`src/rpn_pkg.sv`:
```
package rpn_pkg;

	localparam int unsigned XLEN = 32;

	typedef enum logic [2:0] {
		KIND_PUSH    = 3'd0,
		KIND_ADD     = 3'd1,
		KIND_SUB     = 3'd2,
		KIND_MUL     = 3'd3,
		KIND_DIV     = 3'd4,
		KIND_INVALID = 3'd5,
		KIND_END     = 3'd6
	} kind_t;

	typedef enum logic [2:0] {
		STAT_OK       = 3'd0,
		STAT_FEW      = 3'd1,
		STAT_DIVZERO  = 3'd2,
		STAT_INVALID  = 3'd3,
		STAT_DEPTH    = 3'd4,
		STAT_OVERFLOW = 3'd5
	} status_t;

	typedef enum logic [1:0] {
		ST_IDLE,
		ST_READ,
		ST_DIV,
		ST_FIN
	} state_t;

endpackage

```
`src/rpn_ram.sv`:
```
module rpn_ram #(
	parameter int unsigned WIDTH = 32,
	parameter int unsigned DEPTH = 32
) (
	input  logic                     clk,
	input  logic                     we,
	input  logic [$clog2(DEPTH)-1:0] waddr,
	input  logic [WIDTH-1:0]         wdata,
	input  logic                     re,
	input  logic [$clog2(DEPTH)-1:0] raddr,
	output logic [WIDTH-1:0]         rdata
);

	logic [WIDTH-1:0] mem_q [DEPTH];
	logic [WIDTH-1:0] rdata_q;

	always_ff @(posedge clk) begin
		if (we) begin
			mem_q[waddr] <= wdata;
		end
		if (re) begin
			rdata_q <= mem_q[raddr];
		end
	end

	assign rdata = rdata_q;

endmodule

```
`src/rpn_div.sv`:
```
module rpn_div (
	input  logic                           clk,
	input  logic                           arst_n,
	input  logic                           start,
	input  logic [rpn_pkg::XLEN-1:0]       num,
	input  logic [rpn_pkg::XLEN-1:0]       den,
	output logic                           done,
	output logic [rpn_pkg::XLEN-1:0]       quot
);
	import rpn_pkg::*;

	localparam int unsigned CW = $clog2(XLEN);

	logic            busy_q;
	logic            done_q;
	logic [CW-1:0]   cnt_q;
	logic            neg_q;
	logic [XLEN-1:0] rem_q;
	logic [XLEN-1:0] q_q;
	logic [XLEN-1:0] dmag_q;
	logic [XLEN:0]   trial;

	// restoring step: shift in next dividend bit, try subtracting divisor
	assign trial = {rem_q, q_q[XLEN-1]} - {1'b0, dmag_q};

	always_ff @(posedge clk or negedge arst_n) begin
		if (!arst_n) begin
			busy_q <= 1'b0;
			done_q <= 1'b0;
			cnt_q  <= '0;
		end else begin
			done_q <= 1'b0;
			if (start) begin
				busy_q <= 1'b1;
				cnt_q  <= '0;
			end else if (busy_q) begin
				cnt_q <= cnt_q + CW'(1);
				if (cnt_q == CW'(XLEN - 1)) begin
					busy_q <= 1'b0;
					done_q <= 1'b1;
				end
			end
		end
	end

	always_ff @(posedge clk) begin
		if (start) begin
			neg_q  <= num[XLEN-1] ^ den[XLEN-1];
			q_q    <= num[XLEN-1] ? (XLEN'(0) - num) : num;
			dmag_q <= den[XLEN-1] ? (XLEN'(0) - den) : den;
			rem_q  <= '0;
		end else if (busy_q) begin
			if (trial[XLEN]) begin
				rem_q <= {rem_q[XLEN-2:0], q_q[XLEN-1]};
				q_q   <= {q_q[XLEN-2:0], 1'b0};
			end else begin
				rem_q <= trial[XLEN-1:0];
				q_q   <= {q_q[XLEN-2:0], 1'b1};
			end
		end
	end

	assign done = done_q;
	assign quot = neg_q ? (XLEN'(0) - q_q) : q_q;

endmodule

```
`src/rpn_stack_evaluator.sv`:
```
// push, invalid, end and any token while an error is latched: result registered as the token is taken
// add, subtract, multiply: stack memory read, execute, write back
// divide: stack memory read, then the bit-per-cycle restoring divider (32 iterations), then write back
// one token in flight at a time; the next one is taken once the result is registered and the output is free
// reset (arst_n low, asynchronous) empties the stack, clears the error and the output valid
module rpn_stack_evaluator #(
	parameter int unsigned STACK_DEPTH = 32
) (
	input  logic                     clk,
	input  logic                     arst_n,
	input  logic                     in_valid,
	output logic                     in_stall,
	input  logic [2:0]               kind,
	input  logic signed [31:0]       operand,
	output logic                     out_valid,
	input  logic                     out_stall,
	output logic [2:0]               status,
	output logic signed [31:0]       top_value,
	output logic                     expr_done
);
	import rpn_pkg::*;

	localparam int unsigned DW = $clog2(STACK_DEPTH + 1);
	localparam int unsigned AW = $clog2(STACK_DEPTH);

	state_t          state_q, state_d;
	logic [DW-1:0]   depth_q, depth_d;
	status_t         err_q, err_d;
	logic [XLEN-1:0] top_q, top_d;
	logic [XLEN-1:0] res_q, res_d;
	kind_t           op_q, op_d;

	logic            out_valid_q;
	status_t         out_status_q;
	logic [XLEN-1:0] out_top_q;
	logic            out_done_q;

	logic            out_free;
	logic            accept;
	logic            out_load;
	status_t         ld_status;
	logic [XLEN-1:0] ld_top;
	logic            ld_done;

	logic            ram_we;
	logic            ram_re;
	logic [AW-1:0]   ram_waddr;
	logic [AW-1:0]   ram_raddr;
	logic [XLEN-1:0] ram_rdata;
	logic [DW-1:0]   depth_m1;
	logic [DW-1:0]   depth_m2;
	logic [XLEN-1:0] cur_top;
	logic [XLEN-1:0] prod;
	logic            div_start;
	logic            div_done;
	logic [XLEN-1:0] div_quot;

	// top of stack lives in top_q; the memory holds the entries below it
	assign depth_m1  = depth_q - DW'(1);
	assign depth_m2  = depth_q - DW'(2);
	assign ram_waddr = depth_m1[AW-1:0];
	assign ram_raddr = depth_m2[AW-1:0];
	assign cur_top   = (depth_q == '0) ? '0 : top_q;
	assign prod      = ram_rdata * top_q;

	assign out_free = !out_valid_q || !out_stall;
	assign in_stall = (state_q != ST_IDLE) || !out_free;
	assign accept   = in_valid && !in_stall;

	rpn_ram #(
		.WIDTH (XLEN),
		.DEPTH (STACK_DEPTH)
	) u_stack_ram (
		.clk   (clk),
		.we    (ram_we),
		.waddr (ram_waddr),
		.wdata (top_q),
		.re    (ram_re),
		.raddr (ram_raddr),
		.rdata (ram_rdata)
	);

	rpn_div u_div (
		.clk    (clk),
		.arst_n (arst_n),
		.start  (div_start),
		.num    (ram_rdata),
		.den    (top_q),
		.done   (div_done),
		.quot   (div_quot)
	);

	always_comb begin
		state_d   = state_q;
		depth_d   = depth_q;
		err_d     = err_q;
		top_d     = top_q;
		res_d     = res_q;
		op_d      = op_q;
		ram_we    = 1'b0;
		ram_re    = 1'b0;
		div_start = 1'b0;
		out_load  = 1'b0;
		ld_status = err_q;
		ld_top    = cur_top;
		ld_done   = 1'b0;

		case (state_q)
			ST_IDLE: begin
				if (accept) begin
					out_load = 1'b1;
					if (kind_t'(kind) == KIND_END) begin
						ld_done = 1'b1;
						ld_top  = '0;
						if (err_q != STAT_OK) begin
							ld_status = err_q;
						end else if (depth_q != DW'(1)) begin
							ld_status = STAT_DEPTH;
						end else begin
							ld_status = STAT_OK;
							ld_top    = top_q;
						end
						depth_d = '0;
						err_d   = STAT_OK;
					end else if (err_q != STAT_OK) begin
						// latched error: token dropped, report error again
						ld_status = err_q;
					end else begin
						case (kind_t'(kind))
							KIND_PUSH: begin
								if (depth_q == DW'(STACK_DEPTH)) begin
									err_d     = STAT_OVERFLOW;
									ld_status = STAT_OVERFLOW;
								end else begin
									ram_we    = (depth_q != '0);
									top_d     = operand;
									depth_d   = depth_q + DW'(1);
									ld_status = STAT_OK;
									ld_top    = operand;
								end
							end
							KIND_ADD, KIND_SUB, KIND_MUL, KIND_DIV: begin
								if (depth_q < DW'(2)) begin
									err_d     = STAT_FEW;
									ld_status = STAT_FEW;
								end else if (kind_t'(kind) == KIND_DIV && top_q == '0) begin
									err_d     = STAT_DIVZERO;
									ld_status = STAT_DIVZERO;
								end else begin
									// result comes later from ST_FIN
									out_load = 1'b0;
									ram_re   = 1'b1;
									op_d     = kind_t'(kind);
									state_d  = ST_READ;
								end
							end
							default: begin
								err_d     = STAT_INVALID;
								ld_status = STAT_INVALID;
							end
						endcase
					end
				end
			end
			ST_READ: begin
				// second operand is on the memory read port now
				case (op_q)
					KIND_ADD: begin
						res_d   = ram_rdata + top_q;
						state_d = ST_FIN;
					end
					KIND_SUB: begin
						res_d   = ram_rdata - top_q;
						state_d = ST_FIN;
					end
					KIND_MUL: begin
						res_d   = prod;
						state_d = ST_FIN;
					end
					default: begin
						div_start = 1'b1;
						state_d   = ST_DIV;
					end
				endcase
			end
			ST_DIV: begin
				if (div_done) begin
					res_d   = div_quot;
					state_d = ST_FIN;
				end
			end
			ST_FIN: begin
				if (out_free) begin
					out_load  = 1'b1;
					ld_status = STAT_OK;
					ld_top    = res_q;
					top_d     = res_q;
					depth_d   = depth_m1;
					state_d   = ST_IDLE;
				end
			end
			default: begin
				state_d = ST_IDLE;
			end
		endcase
	end

	always_ff @(posedge clk or negedge arst_n) begin
		if (!arst_n) begin
			state_q     <= ST_IDLE;
			depth_q     <= '0;
			err_q       <= STAT_OK;
			out_valid_q <= 1'b0;
		end else begin
			state_q <= state_d;
			depth_q <= depth_d;
			err_q   <= err_d;
			if (out_load) begin
				out_valid_q <= 1'b1;
			end else if (!out_stall) begin
				out_valid_q <= 1'b0;
			end
		end
	end

	always_ff @(posedge clk) begin
		top_q <= top_d;
		res_q <= res_d;
		op_q  <= op_d;
		if (out_load) begin
			out_status_q <= ld_status;
			out_top_q    <= ld_top;
			out_done_q   <= ld_done;
		end
	end

	assign out_valid = out_valid_q;
	assign status    = out_status_q;
	assign top_value = out_top_q;
	assign expr_done = out_done_q;

endmodule

```
`config.mk`:
```
export PLATFORM = sky130hd
export DESIGN_NAME = rpn_stack_evaluator
export DESIGN_NICKNAME = d
export VERILOG_FILES = /design/src/rpn_pkg.sv /design/src/rpn_ram.sv /design/src/rpn_div.sv /design/src/rpn_stack_evaluator.sv
export SDC_FILE = /design/constraint.sdc
export NUM_CORES = 2
export LEC_CHECK = 0
export BUFFER_PORTS_ARGS = -buffer_cell sky130_fd_sc_hd__buf_2
export CELL_PAD_IN_SITES_DETAIL_PLACEMENT = 1
export CELL_PAD_IN_SITES_GLOBAL_PLACEMENT = 2
export CORE_AREA = 5 5 380 382
export DETAILED_ROUTE_END_ITERATION = 10
export DIE_AREA = 0 0 385 387
export PLACE_DENSITY_LB_ADDON = 0.1
export SLEW_MARGIN = 10
export SYNTH_ARGS = -nofsm -noshare
export SYNTH_HDL_FRONTEND = slang
export SYNTH_SLANG_ARGS = --single-unit
```
`constraint.sdc`:
```
create_clock -name clk -period 17.3 [get_ports clk]
set_input_delay 0.865 -clock clk [delete_from_list [all_inputs] [get_ports clk]]
set_output_delay 0.865 -clock clk [all_outputs]
set_load 0.02 [all_outputs]
```
Word-level counts from Yosys, hierarchy flattened
Memory sizes are Yosys's and may differ from the RTL's. A register that Yosys moved wholly into a read port is not among the register bits. Cells that the tools add are included.

Flip-flop bits (word level): 219. Bits in writable memories: 1024. Bits of input ports: 39. Word-level logic and storage cells: 189. Memories: 1.

Add/sub/neg operators: 10. $mul: 1. Order comparisons: 1. Equality and inequality tests: 31. Multiplexer cells: 95. Bitwise logic cells: 5. Reductions and logical operators: 27.

Memory list: u_stack_ram.mem_q (depth 32, bits a word 32, rd ports 1, clocked after memory_dff 1, write ports 1, RTL line rpn_ram.sv:14) `logic [WIDTH-1:0] mem_q [DEPTH];`.

Operator list (number): $mux 32 (21); $pmux 32 s2 (3); $pmux 32 s3 (1); $sub 1x32->32 const A (3); $mux 3 (12); $mux 6 (6); $mux 1 (35); $sub 33x32->33 (1); $add 32x32->32 (1); $logic_not 32->1 (1); $mul 32x32->32 (1); $sub 32x32->32 (1); $mux 31 (1); $pmux 3 s2 (3); $mux 2 (8); $ne 2x2->1 const B (8); $reduce_and 7->1 (2); $eq 3x2->1 const B (4); $pmux 6 s2 (1); $mux 5 (2); $ne 3x3->1 const B (3); $ne 2x1->1 const B (4); $pmux 2 s4 (1); $reduce_and 8->1 (1); 32 further kinds (46).

Depth between registers and ports, before layout
Depth after elaboration: 10. Gate-level depth with buffers: 28.

Hierarchy
A second synthesis with hierarchy kept.

Cells, all modules: 5763. Area total of the unflattened synthesis: 72703.5 um^2.

By module, submodules not included: rpn_ram (times used 1, cells an instance 2260, area each 40812.9 um^2, seq. area each 31710.4 um^2); rpn_stack_evaluator (times used 1, cells an instance 2603, area each 23996.8 um^2, seq. area each 3393.3 um^2); rpn_div (times used 1, cells an instance 900, area each 7893.8 um^2, seq. area each 2767.7 um^2).

Least setup slack after synthesis
Ideal clock, no wire load.

Path type: reg-to-reg. Start point: reg top_q[2]. End point: reg res_q[30], data pin. Library setup time: 272 ps. Arrival: 7448 ps. Required time: 17028 ps. Path slack: 9580 ps. Stages on the path, launching flop included: 24. Path through: edfxtp_1 > clkbuf_1 > buf_1 > nand2_1 > fa_1 > inv_1 > fa_1 > inv_1 > fa_1 > fa_1 > inv_1 > fa_1 > fa_1 > fa_1 > fa_1 > ha_1 > inv_1 > or4_1 > o21ai_0 > a31oi_1 > o21ai_0 > xor2_1 > a2111oi_0 > a21oi_1.

Word-level cells in the longest chain between the ends: 3.

Ends and longest elaborated chain: start, declared (RTL line rpn_stack_evaluator.sv:29) `logic [XLEN-1:0] top_q, top_d;`; start signal, assigned (RTL line rpn_stack_evaluator.sv:227) `top_q <= top_d;`; $mul 32x32->32, or another cell as far along (RTL line rpn_stack_evaluator.sv:64) `assign prod = ram_rdata * top_q;`; $pmux 32 s3 (*) (RTL line rpn_stack_evaluator.sv:167) `case (op_q)`; $pmux 32 s2 (*) (RTL line rpn_stack_evaluator.sv:108) `case (state_q)`; named net res_d[30] (RTL line rpn_stack_evaluator.sv:30) `logic [XLEN-1:0] res_q, res_d;`; end signal, assigned (RTL line rpn_stack_evaluator.sv:228) `res_q <= res_d;`; end, declared (RTL line rpn_stack_evaluator.sv:30).

Mark *: on every way through the listed nets, which the timed path passes. The rest lies on a longest branch. A chain may end at the register's enable or synchronous reset.

Worst setup path after layout
Start point: reg top_q[3]. End point: reg res_q[30], data pin.

Same word-level chain as after synthesis.

==> flow_metrics.tcl <==
set metrics [dict create \
    rows 138 \
    clock_sinks 1275 \
    cts_setup_buffers 0 \
    clockRootBuffer "clkbuf_16" \
    async_flop_share_pct 1.49 \
    post-place-cells 6789 \
    die_w_um 385 \
    avgRoutedWirePerCell_um 31.4 \
    drive_gt1_share_pct 16.6 \
    period_needed_ns 8.45 \
    timing.hold.ws_ns 0.124 \
    area_growth_pct 10.7 \
    synth_cells 4967 \
    fin_setup_tns_ns 0 \
    ys_seq_elements 1275 \
    drc 0 \
    rsz0062_at_grt "no" \
    io-pin-count 77 \
    gp_congestion 0.859 \
    fillCellCount 13400 \
    nNetsFinal 5693 \
    vias_per_cell 6.16 \
    finClkSkew_ns 0.0544 \
    path_max_fanout 66 \
    syn_avg_cell_area_um2 14.3 \
    vias 43400 \
    crit_type "reg2reg" \
    drt_iter0_markers 5007 \
    fp.dieH_um 387 \
    grt.overflow.total 0 \
    clk_latency_ns 0.79 \
    postRouteAntennaNets 0 \
    cts_hold_buf 0 \
    cts-htree-levels 4 \
    synth.distinct_cells 74 \
    first_pass_iters 7 \
    track_usage_pct 30.1 \
    post-route-util_pct 55.9 \
    outcome "finished clean" \
    clkTransAtPathRegs_ns 0.06 \
    syn-cell-area_um2 71000 \
    drt_wl_total_mm 221 \
    hold_viol 0 \
    required_ns 17.78 \
    cp-start-kind "flip-flop" \
    cts-buffers-inserted 137 \
    grt_pass1_vias 46400 \
    core_um2 141000 \
    slew_violations 0 \
    tightestPinTransition_ns 1.23 \
    grt_max_degree 102 \
    die-area_um2 149000 \
    synth_edf_count 1224 \
    hpwlAfterDp_mm 139 \
    clockBufferDepth 3 \
    cts_resized 0 \
    initial_core_util_pct 50.5 \
    fmax_ghz 0.118 \
    hold_path_class "in2async" \
    yosys_most_used_dff "edfxtp_1" \
    maxCapViolCount 0 \
    fin_cells 7042 \
    synth_nets 5622 \
    end_kind "flip-flop" \
    antenna_found_initial 17 \
    worstPathArrival_ns 8.93 \
    period_share_pct 48.9 \
    ys_seq_area_share_pct 53.3 \
    cts_tree "built" \
    grt_pass1_wl_mm 325 \
    yosysWarnings 0 \
    portBuffers 76 \
    finalSetupViolations 0 \
    slew_headroom_pct 18.2 \
]
[critical path, cell delays in order (launching register included)]
cell       delay [ns]
edfxtp_1         0.32
buf_4            0.70
and2_1           0.26
fa_1             0.43
inv_1            0.08
fa_1             0.43
fa_1             0.48
fa_1             0.54
inv_1            0.04
ha_1             0.27
ha_1             0.31
fa_1             0.51
fa_1             0.42
ha_1             0.35
a21oi_1          0.45
o21ai_0          0.16
a21oi_1          0.42
o41a_1           0.36
o21ai_0          0.22
a31oi_1          0.42
o21ai_0          0.19
xor2_1           0.16
a2111oi_0        0.43
a21oi_1          0.08
[cells by family (layout without fill, tap and decap cells)]
| logic type | Yosys count | after routing | synth area share (%) |
|---|---|---|---|
| flip-flops | 1275 | 1275 | 53.3 |
| multiplexers | 414 | 414 | 11.6 |
| adder cells (fa/ha/maj) | 616 | 616 | 15.2 |
| buffers and inverters | 740 | 921 | 3.91 |
| AND/OR/NAND/NOR | 1085 | 1085 | 7.69 |
| AO/OA/AOI/OAI | 582 | 582 | 5.19 |
| XOR/XNOR | 255 | 255 | 3.14 |
| other | 0 | 4 | 0 |
[flip-flops by register name (all words and copies together), names as in the netlist]
register,cells
out_valid,1
u_div.done,1
u_div.cnt_q,5
top_value,32
depth_q,6
state_q,2
status,3
op_q,3
res_q,32
err_q,3
u_div.busy_q,1
u_div.q_q,32
top_q,32
u_stack_ram.mem_q,1024
u_div.rem_q,32
expr_done,1
u_div.dmag_q,32
u_stack_ram.rdata,32
u_div.neg_q,1
[per-layer routing]
| layer | share of wire, % | up-vias | global-route usage, % |
|---|---|---|---|
| li1 | - | 18100 | - |
| met1 | 42 | 23100 | 42.8 |
| met2 | 48 | 1849 | 48.8 |
| met3 | 7.4 | 309 | 4.76 |
| met4 | 2.8 | 0 | 8.00 |
| met5 | 0 | - | 0 |
[cells in the final DEF (no fill, tap or decap), drive strengths merged, types with 33 or more instances in the layout]
| cell type | instances |
|---|---|
| ha | 206 |
| clkinv | 60 |
| xnor2 | 143 |
| nand3 | 36 |
| mux4 | 320 |
| and2 | 318 |
| nor3 | 41 |
| a211oi | 40 |
| edfxtp | 1224 |
| a21o | 38 |
| a22oi | 33 |
| xor2 | 112 |
| a21oi | 136 |
| nor2 | 140 |
| mux2 | 64 |
| o21ai | 176 |
| buf | 214 |
| clkbuf | 174 |
| nand2 | 385 |
| fa | 410 |
| inv | 462 |
[metrics by stage]
| stage | area, um^2 | worst slack (ns) |
|---|---|---|
| floorplan | 71000 | 9.58 |
| global route | 78700 | 8.53 |
| CTS | 78700 | 8.91 |
| global placement | 74100 | 9.09 |
| detailed placement | 74100 | 8.97 |
| finish | 78700 | 8.85 |
[synthesized netlist by cell type, types with 14 or more instances]
cell type / number / area (um^2)
a211oi_1: 40 / 300
a21o_1: 38 / 285
a21oi_1: 136 / 681
a22oi_1: 33 / 248
and2_1: 318 / 1990
and3_1: 15 / 93.8
buf_1: 27 / 101
clkbuf_1: 252 / 946
dfrtp_1: 19 / 475
dfxtp_1: 32 / 641
edfxtp_1: 1224 / 36800
fa_1: 410 / 8210
ha_1: 206 / 2580
inv_1: 457 / 1720
mux2_2: 64 / 721
mux2i_1: 30 / 300
mux4_2: 320 / 7210
nand2_1: 385 / 1450
nand2b_1: 32 / 200
nand3_1: 36 / 180
nor2_1: 140 / 526
nor2b_1: 16 / 100
nor3_1: 41 / 205
o21a_1: 14 / 105
o21ai_0: 174 / 871
o31ai_1: 30 / 225
o41ai_1: 14 / 123
or3_1: 27 / 169
or4_1: 19 / 143
xnor2_1: 143 / 1250
xor2_1: 112 / 981
[worst paths after layout]
| check | from | end | slack [ns] | cells past startpoint |
|---|---|---|---|---|
| max | top_q[3] | res_q[30] | 8.85 | 23 |
| min | arst_n | state_q[1] | 0.12 | 1 |
| min in group clk | operand[23] | top_value[23] | 0.39 | 3 |
| max in group asynchronous | arst_n | depth_q[1] | 16.66 | 1 |
| min reg2reg | u_div.rem_q[26] | u_div.rem_q[26] | 0.51 | 2 |
| max reg2reg | top_q[3] | res_q[30] | 8.85 | 23 |
[layout make-up]
cell class | count | area, um^2 | share of cell area, %
Sequential cell | 1275 | 37900 | 48.1
Inverter | 458 | 1720 | 2.19
Tap cell | 1890 | 2360 | 3.01
Clock inverter | 75 | 908 | 1.15
Timing Repair Buffer | 214 | 1440 | 1.83
Multi-Input combinational cell | 2952 | 30700 | 39.1
Clock buffer | 174 | 3620 | 4.60
Antenna cell | 4 | 10.0 | 0.0127
Power is not shown: default switching activity piles up to over one toggle a cycle in this logic, so the estimate is an artifact.
